$ cat src/hdl/chd_pkg.sv
// Shared types, character codes and the hex digit decoder for the chunked body decoder.
// No dependencies.
package chd_pkg;

    localparam int SIZE_BITS_DEFAULT = 32;

    localparam logic [7:0] CH_CR   = 8'h0D;
    localparam logic [7:0] CH_LF   = 8'h0A;
    localparam logic [7:0] CH_SEMI = 8'h3B;

    // One raw body byte held in the input register
    typedef struct packed {
        logic       vld;
        logic [7:0] value;
    } byte_req_t;

    // One decoded result
    typedef struct packed {
        logic       data_valid;
        logic [7:0] data_byte;
        logic       done_res;
        logic       error;
    } res_t;

    // {is_hex, digit value}
    function automatic logic [4:0] hex_decode(input logic [7:0] c);
        logic [4:0] r;
        r = '0;
        if (c >= 8'h30 && c <= 8'h39)
        begin
            r = {1'b1, c[3:0]};
        end
        else if ((c >= 8'h41 && c <= 8'h46) || (c >= 8'h61 && c <= 8'h66))
        begin
            r = {1'b1, c[3:0] + 4'd9};
        end
        return r;
    endfunction

endpackage

$ cat src/hdl/chd_in_stage.sv
// Input register of the chunked body decoder: holds one accepted byte.
// Depends on chd_pkg.
module chd_in_stage
    import chd_pkg::*;
(
    input  logic      clk,
    input  logic      rst_n,
    input  logic      in_valid,
    output logic      in_stall,
    input  logic [7:0] in_byte,
    input  logic      take,
    output byte_req_t req
);

    logic       vld_reg;
    logic [7:0] value_reg;
    logic       accept;

    assign in_stall = vld_reg && !take;
    assign accept   = in_valid && !in_stall;

    always_ff @(posedge clk or negedge rst_n)
    begin
        if (!rst_n)
        begin
            vld_reg <= 1'b0;
        end
        else if (accept)
        begin
            vld_reg <= 1'b1;
        end
        else if (take)
        begin
            vld_reg <= 1'b0;
        end
    end

    always_ff @(posedge clk)
    begin
        if (accept)
        begin
            value_reg <= in_byte;
        end
    end

    assign req.vld   = vld_reg;
    assign req.value = value_reg;

endmodule

$ cat src/hdl/chd_core.sv
// Framing state machine of the chunked body decoder: size, extension, data and CRLF checks.
// Depends on chd_pkg.
module chd_core
    import chd_pkg::*;
#(
    parameter int SIZE_BITS = SIZE_BITS_DEFAULT
)
(
    input  logic      clk,
    input  logic      rst_n,
    input  byte_req_t req,
    input  logic      ready,
    output logic      step,
    output res_t      res
);

    localparam logic [2:0] PH_SIZE     = 3'd0;
    localparam logic [2:0] PH_SIZE_END = 3'd1;
    localparam logic [2:0] PH_DATA     = 3'd2;
    localparam logic [2:0] PH_DATA_END = 3'd3;
    localparam logic [2:0] PH_DONE     = 3'd4;
    localparam logic [2:0] PH_ERROR    = 3'd5;

    logic [2:0]           ph_reg, ph_next;
    logic [SIZE_BITS-1:0] rem_reg, rem_next, rem_dec;
    logic                 dig_reg, dig_next;
    logic                 cr_reg, cr_next;
    logic                 ext_reg, ext_next;

    logic [7:0] b;
    logic [4:0] hex;
    logic       se_run, se_cr, se_ext;

    assign step    = req.vld && ready;
    assign b       = req.value;
    assign hex     = hex_decode(b);
    assign rem_dec = rem_reg - 1'b1;

    always_comb
    begin
        ph_next  = ph_reg;
        rem_next = rem_reg;
        dig_next = dig_reg;
        cr_next  = cr_reg;
        ext_next = ext_reg;
        se_run   = 1'b0;
        se_cr    = cr_reg;
        se_ext   = ext_reg;
        res.data_valid = 1'b0;
        res.data_byte  = 8'h00;

        unique case (ph_reg)
            PH_SIZE:
            begin
                if (hex[4])
                begin
                    if (rem_reg[SIZE_BITS-1 -: 4] != 4'd0)
                    begin
                        ph_next = PH_ERROR;
                    end
                    else
                    begin
                        rem_next = {rem_reg[SIZE_BITS-5:0], hex[3:0]};
                        dig_next = 1'b1;
                    end
                end
                else if (!dig_reg)
                begin
                    ph_next = PH_ERROR;
                end
                else if (rem_reg == '0)
                begin
                    ph_next = PH_DONE;
                end
                else
                begin
                    // the terminating byte is handled as the first size-end byte
                    se_run = 1'b1;
                    se_cr  = 1'b0;
                    se_ext = 1'b0;
                end
            end
            PH_SIZE_END:
            begin
                se_run = 1'b1;
            end
            PH_DATA:
            begin
                res.data_valid = 1'b1;
                res.data_byte  = b;
                rem_next       = rem_dec;
                if (rem_dec == '0)
                begin
                    ph_next = PH_DATA_END;
                    cr_next = 1'b0;
                end
            end
            PH_DATA_END:
            begin
                if (b == CH_CR)
                begin
                    cr_next = 1'b1;
                end
                else if (b == CH_LF && cr_reg)
                begin
                    cr_next  = 1'b0;
                    dig_next = 1'b0;
                    rem_next = '0;
                    ph_next  = PH_SIZE;
                end
                else
                begin
                    ph_next = PH_ERROR;
                end
            end
            PH_DONE:
            begin
                ph_next = PH_DONE;
            end
            default:
            begin
                ph_next = PH_ERROR;
            end
        endcase

        if (se_run)
        begin
            ph_next  = PH_SIZE_END;
            cr_next  = se_cr;
            ext_next = se_ext;
            if (se_ext)
            begin
                // extension text is skipped; CR closes it and starts the CRLF
                if (b == CH_CR)
                begin
                    ext_next = 1'b0;
                    cr_next  = 1'b1;
                end
            end
            else if (b == CH_SEMI)
            begin
                ext_next = 1'b1;
            end
            else if (b == CH_CR)
            begin
                cr_next = 1'b1;
            end
            else if (b == CH_LF && se_cr)
            begin
                cr_next = 1'b0;
                ph_next = PH_DATA;
            end
            else
            begin
                ph_next = PH_ERROR;
            end
        end

        res.done_res = (ph_next == PH_DONE);
        res.error    = (ph_next == PH_ERROR);
    end

    always_ff @(posedge clk or negedge rst_n)
    begin
        if (!rst_n)
        begin
            ph_reg  <= PH_SIZE;
            rem_reg <= '0;
            dig_reg <= 1'b0;
            cr_reg  <= 1'b0;
            ext_reg <= 1'b0;
        end
        else if (step)
        begin
            ph_reg  <= ph_next;
            rem_reg <= rem_next;
            dig_reg <= dig_next;
            cr_reg  <= cr_next;
            ext_reg <= ext_next;
        end
    end

    a_done_sticky: assert property (@(posedge clk) disable iff (!rst_n)
        ph_reg == PH_DONE |=> ph_reg == PH_DONE)
        else $error("done phase left");

    a_error_sticky: assert property (@(posedge clk) disable iff (!rst_n)
        ph_reg == PH_ERROR |=> ph_reg == PH_ERROR)
        else $error("error phase left");

    a_data_count: assert property (@(posedge clk) disable iff (!rst_n)
        ph_reg == PH_DATA |-> rem_reg != '0)
        else $error("data phase with zero bytes left");

    a_ext_phase: assert property (@(posedge clk) disable iff (!rst_n)
        ext_reg |-> ph_reg == PH_SIZE_END)
        else $error("extension flag outside size end");

endmodule

$ cat src/hdl/chd_out_stage.sv
// Result register of the chunked body decoder, with its valid/stall handshake.
// Depends on chd_pkg.
module chd_out_stage
    import chd_pkg::*;
(
    input  logic       clk,
    input  logic       rst_n,
    input  logic       load,
    input  res_t       res,
    output logic       ready,
    output logic       out_valid,
    input  logic       out_stall,
    output logic       data_valid,
    output logic [7:0] data_byte,
    output logic       done_res,
    output logic       error
);

    logic out_valid_reg;
    res_t res_reg;

    assign ready = !out_valid_reg || !out_stall;

    always_ff @(posedge clk or negedge rst_n)
    begin
        if (!rst_n)
        begin
            out_valid_reg <= 1'b0;
        end
        else if (ready)
        begin
            out_valid_reg <= load;
        end
    end

    always_ff @(posedge clk)
    begin
        if (load)
        begin
            res_reg <= res;
        end
    end

    assign out_valid  = out_valid_reg;
    assign data_valid = res_reg.data_valid;
    assign data_byte  = res_reg.data_byte;
    assign done_res   = res_reg.done_res;
    assign error      = res_reg.error;

endmodule

$ cat src/hdl/http_chunked_body_decoder_top.sv
// HTTP chunked body decoder, one body byte per request, one result per request.
// Path: each accepted byte is held in the input register, then its result in the result
// register; throughput is one byte per cycle while out_stall is low. Reset clears the
// valid flags of both register stages and returns the framing state to the start of a
// chunk size with no digits, zero count and no flags.
// Depends on chd_pkg, chd_in_stage, chd_core, chd_out_stage.
module http_chunked_body_decoder_top
    import chd_pkg::*;
#(
    parameter int SIZE_BITS = SIZE_BITS_DEFAULT
)
(
    input  logic       clk,
    input  logic       rst_n,
    input  logic       in_valid,
    output logic       in_stall,
    input  logic [7:0] in_byte,
    output logic       out_valid,
    input  logic       out_stall,
    output logic       data_valid,
    output logic [7:0] data_byte,
    output logic       done_res,
    output logic       error
);

    byte_req_t req;
    res_t      res;
    logic      ready;
    logic      step;

    chd_in_stage u_in
    (
        .clk      (clk),
        .rst_n    (rst_n),
        .in_valid (in_valid),
        .in_stall (in_stall),
        .in_byte  (in_byte),
        .take     (ready),
        .req      (req)
    );

    chd_core #(
        .SIZE_BITS (SIZE_BITS)
    ) u_core
    (
        .clk   (clk),
        .rst_n (rst_n),
        .req   (req),
        .ready (ready),
        .step  (step),
        .res   (res)
    );

    chd_out_stage u_out
    (
        .clk        (clk),
        .rst_n      (rst_n),
        .load       (step),
        .res        (res),
        .ready      (ready),
        .out_valid  (out_valid),
        .out_stall  (out_stall),
        .data_valid (data_valid),
        .data_byte  (data_byte),
        .done_res   (done_res),
        .error      (error)
    );

endmodule
$ cat config.mk
export PLATFORM = sky130hd
export DESIGN_NAME = http_chunked_body_decoder_top
export DESIGN_NICKNAME = d
export VERILOG_FILES = /design/src/hdl/chd_pkg.sv /design/src/hdl/chd_in_stage.sv /design/src/hdl/chd_core.sv /design/src/hdl/chd_out_stage.sv /design/src/hdl/http_chunked_body_decoder_top.sv
export SDC_FILE = /design/constraint.sdc
export NUM_CORES = 1
export LEC_CHECK = 0
export ABC_AREA = 1
export BUFFER_PORTS_ARGS = -buffer_cell sky130_fd_sc_hd__buf_2
export CAP_MARGIN = 15
export CORE_UTILIZATION = 40
export DETAILED_ROUTE_END_ITERATION = 12
export GPL_TIMING_DRIVEN = 1
export MAX_ROUTING_LAYER = met4
export SLEW_MARGIN = 10
export SYNTH_ARGS = -nofsm -noshare
export SYNTH_HDL_FRONTEND = slang
export SYNTH_SLANG_ARGS = --single-unit
$ cat constraint.sdc
create_clock -name clk -period 3.8 [get_ports clk]
set_input_delay 0 -clock clk [delete_from_list [all_inputs] [get_ports clk]]
set_output_delay 0 -clock clk [all_outputs]
set_load 0.01 [all_outputs]
# Word level (Yosys, flattened, before mapping)
# Index checks and enable logic that the tools add are counted.
# totals
inputBits	12
regBits	59
mem_bits_rw	0
out_inout_bits	13
romBits	0
elab_cells	113
latch_bits	0
memories	0
# classes
n_reduce_logical	26
magnitude_cmp	6
n_shift	0
n_mux	52
mul	0
add_sub_neg	2
bitwise	0
div_mod_pow	0
n_eq_ne	15
# ops
cell	count
32-bit 2-to-1 mux	4
32-bit one-hot mux with 3 select lines	1
32-bit zero test	2
3-bit 2-to-1 mux	12
32-bit by 1-bit subtractor with 32-bit output (second input constant)	1
1-bit 2-to-1 mux	28
8-bit by 4-bit == test with 1-bit output (second input constant)	2
8-bit by 7-bit >= comparator with 1-bit output (second input constant)	2
8-bit by 7-bit less-or-equal comparator with 1-bit output (second input constant)	2
3-bit one-hot mux with 5 select lines	1
6-bit AND reduction	2
5-bit 2-to-1 mux	2
3-bit == test (second input constant)	3
9-bit 2-to-1 mux	1
8-bit by 6-bit == test with 1-bit output (second input constant)	1
8-bit by 6-bit >= comparator with 1-bit output (second input constant)	1
8-bit by 6-bit less-or-equal comparator with 1-bit output (second input constant)	1
1-bit logical AND	8
3-bit by 2-bit == test with 1-bit output (second input constant)	2
1-bit one-hot mux with 2 select lines	3
3-bit nonzero test	2
4-bit adder (second input constant)	1
1-bit zero test	4
2-bit by 1-bit != test with 1-bit output (second input constant)	2
other kinds (10)	13

# Depth between registers and ports, before layout
# logic_depth
word_depth	14
ltp_mapped	17
mapped_depth_nobuf	17

# By module
# From an unflattened synthesis, not the netlist that was laid out.
# unflattened
hier_cells	613
area_unflattened_um2	4220.3
# by_module_without_submodules
mod	area_per_inst_um2	cells_per_inst	instances	seq_area_each_um2
chd_core	3543.4	582	1	950.9
chd_out_stage	371.6	15	1	355.3
chd_in_stage	305.3	16	1	265.3

# Least setup slack after synthesis
# OpenSTA, ideal clock, no wires.
# synth_timing
path_kind	register -> register
startpoint	register u_out.out_valid_reg (netlist: u_out.out_valid)
endpoint	register u_core.rem_reg[3]
setup_time_ns	0.125
path_buffers	1
arrival_ns	2.311
required_time_ns	3.675
path_slack_ns	1.364
period_less_slack_ns	2.436
stages_incl_launch_ff	8
path_cell_list	dfrtp_1 nand2_1 inv_1 nor2_1 inv_1 a2111oi_4 buf_2 o21ai_1
# synth_via
elab_chain_len	4
# synth_lines
element	line_no	source
from (decl)	chd_out_stage.sv:19	logic out_valid_reg;
from (signal assigned)	chd_out_stage.sv:32	out_valid_reg <= load;
1-bit zero test	chd_out_stage.sv:22	assign ready = !out_valid_reg || !out_stall;
1-bit logical OR	chd_out_stage.sv:22	
1-bit logical AND	chd_core.sv:34	assign step = req.vld && ready;
via step	http_chunked_body_decoder_top.sv:29	logic step;
6-bit AND reduction (no source line)	n/a	
to (signal assigned)	chd_core.sv:176	rem_reg <= rem_next;
to (decl)	chd_core.sv:25	logic [SIZE_BITS-1:0] rem_reg, rem_next, rem_dec;
# The timed path passes the listed nets, and every way through them passes these cells.
# A chain may end at the register's enable or synchronous reset.

# Worst setup path in the final report
# layout_timing
startpoint	register u_core.ph_reg[2]
endpoint	register u_core.rem_reg[3]
# layout_via
elab_chain_len	3
elab_cells_between_ends	10
cone_classes	eq/ne: 6; mux: 1; reduce/logical: 3
# layout_lines
element	line_no	source
from (decl)	chd_core.sv:24	logic [2:0] ph_reg, ph_next;
from (signal assigned)	chd_core.sv:175	ph_reg <= ph_next;
3-bit by 2-bit == test with 1-bit output / 3-bit zero test (equally long branches)	chd_core.sv:52	unique case (ph_reg)
2-bit != test (no source line), or another cell as far along	n/a	
6-bit AND reduction (no source line)	n/a	
# Parallel ways exist; a longest one is shown, timed or not.

==> results.sh <==
export IMPL_cts_tree="yes"
export IMPL_avgSynthCellArea_um2=6.68
export IMPL_postCtsSetupBuffers=0
export IMPL_vias_per_cell=5.10
export IMPL_grt_use_total_pct=22.1
export IMPL_fin_crit_ns=2.83
export IMPL_first_pass_iters=5
export IMPL_rr_endpoint="u_core.rem_reg[3]"
export IMPL_slew_viol_final=0
export IMPL_startpoint="u_core.ph_reg[2]"
export IMPL_worst_path_stages=9
export IMPL_rsz0062_at_grt="no"
export IMPL_synth_edf_count=19
export IMPL_coreArea_mm2=0.00937
export IMPL_clock_latency_ns=0.35
export IMPL_finClkSkew_ns=0.00850
export IMPL_fmax_mhz=353
export IMPL_critPathMaxStageDelay_ns=0.55
export IMPL_grt_pass1_wl_um=16900
export IMPL_cap_violations=0
export IMPL_largest_reg_flops=32
export IMPL_synth_ff_type="dfrtp_1"
export IMPL_n_antenna_cell=0
export IMPL_synth_area_leaders="dfrtp_1, nand2_1, edfxtp_1, nor2_1, inv_1"
export IMPL_htree_levels=3
export IMPL_ys_seq_elements=59
export IMPL_r2r_start="u_core.ph_reg[2]"
export IMPL_wl_per_cell_um=13.3
export IMPL_synth_top_cell_by_area="dfrtp_1"
export IMPL_critPathArrivalTime_ns=3.10
export IMPL_hold_path_class="input pin to asynchronous set/reset pin"
export IMPL_seq_area_frac_synth_pct=40.1
export IMPL_grt_max_degree=65
export IMPL_grt_pass1_vias=3561
export IMPL_cp_end_kind="flop"
export IMPL_clock_path_buffers=2
export IMPL_syn_nets=605
export IMPL_met2_usage_pct=33.9
export IMPL_synthArstFlopShare_pct=67.8
export IMPL_synth_top_cell_area_share_pct=25.5
export IMPL_cts_root_buf="clkbuf_8"
export IMPL_die_y_um=101
export IMPL_yosysMostFrequentCell="nand2_1"
export IMPL_slew_headroom_pct=36.1
export IMPL_path_class="flop to flop"
export IMPL_finalSetupViolations=0
export IMPL_hpwl_um=7240
export IMPL_io_buffers=24
export IMPL_finalSetupTns_ns=0
export IMPL_globalRouteOverflowTotal=0
export IMPL_die_x_um=101
export IMPL_vias=3863
export IMPL_wl_um=10100
export IMPL_numCtsBuffers=9
export IMPL_grt_busiest_layer="met2"
export IMPL_cp_slowest_cell="buf_4"
export IMPL_r2r_setup_slack_ns=0.97
export IMPL_r2r_cells=9
export IMPL_status="finished, final reports clean"
export IMPL_drt_iter0_drc=181
export IMPL_initial_core_util_pct=41.8
export IMPL_cts_clk_slew_worst_paths_ns=0.08
export IMPL_rows=35
export IMPL_num_io_pins=25
export IMPL_synthToLayoutAreaGrowth_pct=14.4
export IMPL_gp_congestion=0.918
export IMPL_finalHoldViolCount=0
export IMPL_worst_pin_slew_ns=0.959
export IMPL_crit_family="buffers and inverters"
export IMPL_cp_max_fo=64
export IMPL_syn_cell_area_mm2=0.00392
export IMPL_layout_drive_gt1_share_pct=8.27
export IMPL_finalNetCount=642
export IMPL_dieArea_mm2=0.0102
export IMPL_drc=0
export IMPL_path_buf_inv=4
export IMPL_clkSinkCount=59
export IMPL_ys_warn_count=0
export IMPL_antenna_found_initial=0
export IMPL_fin_crit_sh_pct=74.5
export IMPL_use_met1_pct=29.9
export IMPL_cp_endpoint="u_core.rem_reg[3]"
export IMPL_ant_nets=0
export IMPL_cp_start_kind="flop"
export IMPL_yosys_top_cells_count="nand2_1, nor2_1, inv_1"
export IMPL_crit_chain="nor3_2 > inv_2 > nand2_1 > buf_4 > inv_2 > a2111oi_4 > buf_4 > o21ai_0 > o21ai_1"
export IMPL_synth_cell_types=32
export IMPL_met3_usage_pct=3.54
export IMPL_crit_required_ns=4.07
export IMPL_synth_cells=587
-- per-stage QoR --
step | hold WS [ns] | cells | util, % | worst slack [ns] | area [um^2]
final | 0.347 | 758 | 47.8 | 0.968 | 4480
after global routing | 0.343 | 758 | 47.8 | 0.741 | 4480
after CTS | 0.342 | 758 | 47.8 | 0.976 | 4480
after detailed placement | 0.178 | 731 | 44.5 | 1.00 | 4170
after global placement | 0.177 | 731 | 44.5 | 1.09 | 4170
after floorplan | -0.296 | 587 | - | 1.36 | 3920
-- final cells by class --
cell class | count | area (um^2)
clock buffers | 9 | 124
flip-flops and latches | 59 | 1570
inverters | 71 | 267
clock inverters | 7 | 76.3
multi-input cells | 444 | 2020
fillers | 975 | 4890
repair buffers | 39 | 260
well taps | 129 | 161
-- logic make-up after synthesis --
kind of cell | share of synthesized area [%]
simple gates | 34.5
flops | 40.1
compound gates | 13.9
xor+xnor | 1.34
buf+inv | 8.30
fa+ha+maj | 1.92
-- repair_timing --
action / CTS / global route
resized for setup: 0 / 0
endpoints found under the hold margin: 50 / 0
hold buffers: 11 / 0
-- how the worst min path moves through the flow --
stage,from,endpoint,slack (ns)
2_1_floorplan,rst_n,u_core.cr_reg,-0.30
3_3_place_gp,in_byte[3],u_in.value_reg[3],0.18
3_5_place_dp,in_byte[5],u_in.value_reg[5],0.18
4_1_cts,in_byte[5],u_in.value_reg[5],0.34
5_1_grt,in_byte[1],u_in.value_reg[1],0.34
6_report,rst_n,u_core.rem_reg[15],0.35
-- per-layer routing --
metal / share of wire (%) / vias up
li1: - / 1972
met3: 4.7 / 13
met5: 0 / -
met2: 44 / 95
met1: 50 / 1783
met4: 1.1 / 0
-- layout by cell type, fill, tap and decap left out, types with 3 or more instances in the layout --
| master | netlist | layout |
|---|---|---|
| nand2_1 | 180 | 180 |
| nor2_1 | 101 | 101 |
| inv_1 | 68 | 68 |
| dfrtp_1 | 40 | 40 |
| o21ai_0 | 39 | 39 |
| o21ai_1 | 33 | 33 |
| nand3_1 | 32 | 32 |
| buf_2 | 5 | 24 |
| edfxtp_1 | 19 | 19 |
| dlygate4sd3_1 | 0 | 11 |
| a21oi_1 | 10 | 10 |
| clkbuf_8 | 0 | 9 |
| o22ai_1 | 8 | 8 |
| nand4_1 | 7 | 7 |
| nor3_1 | 7 | 7 |
| ha_1 | 6 | 6 |
| xor2_1 | 5 | 5 |
| buf_4 | 1 | 4 |
| inv_2 | 3 | 3 |
Power is left out: the tool's default activity adds up to more than one toggle a clock period on the data nets, which glitch-free logic cannot reach.
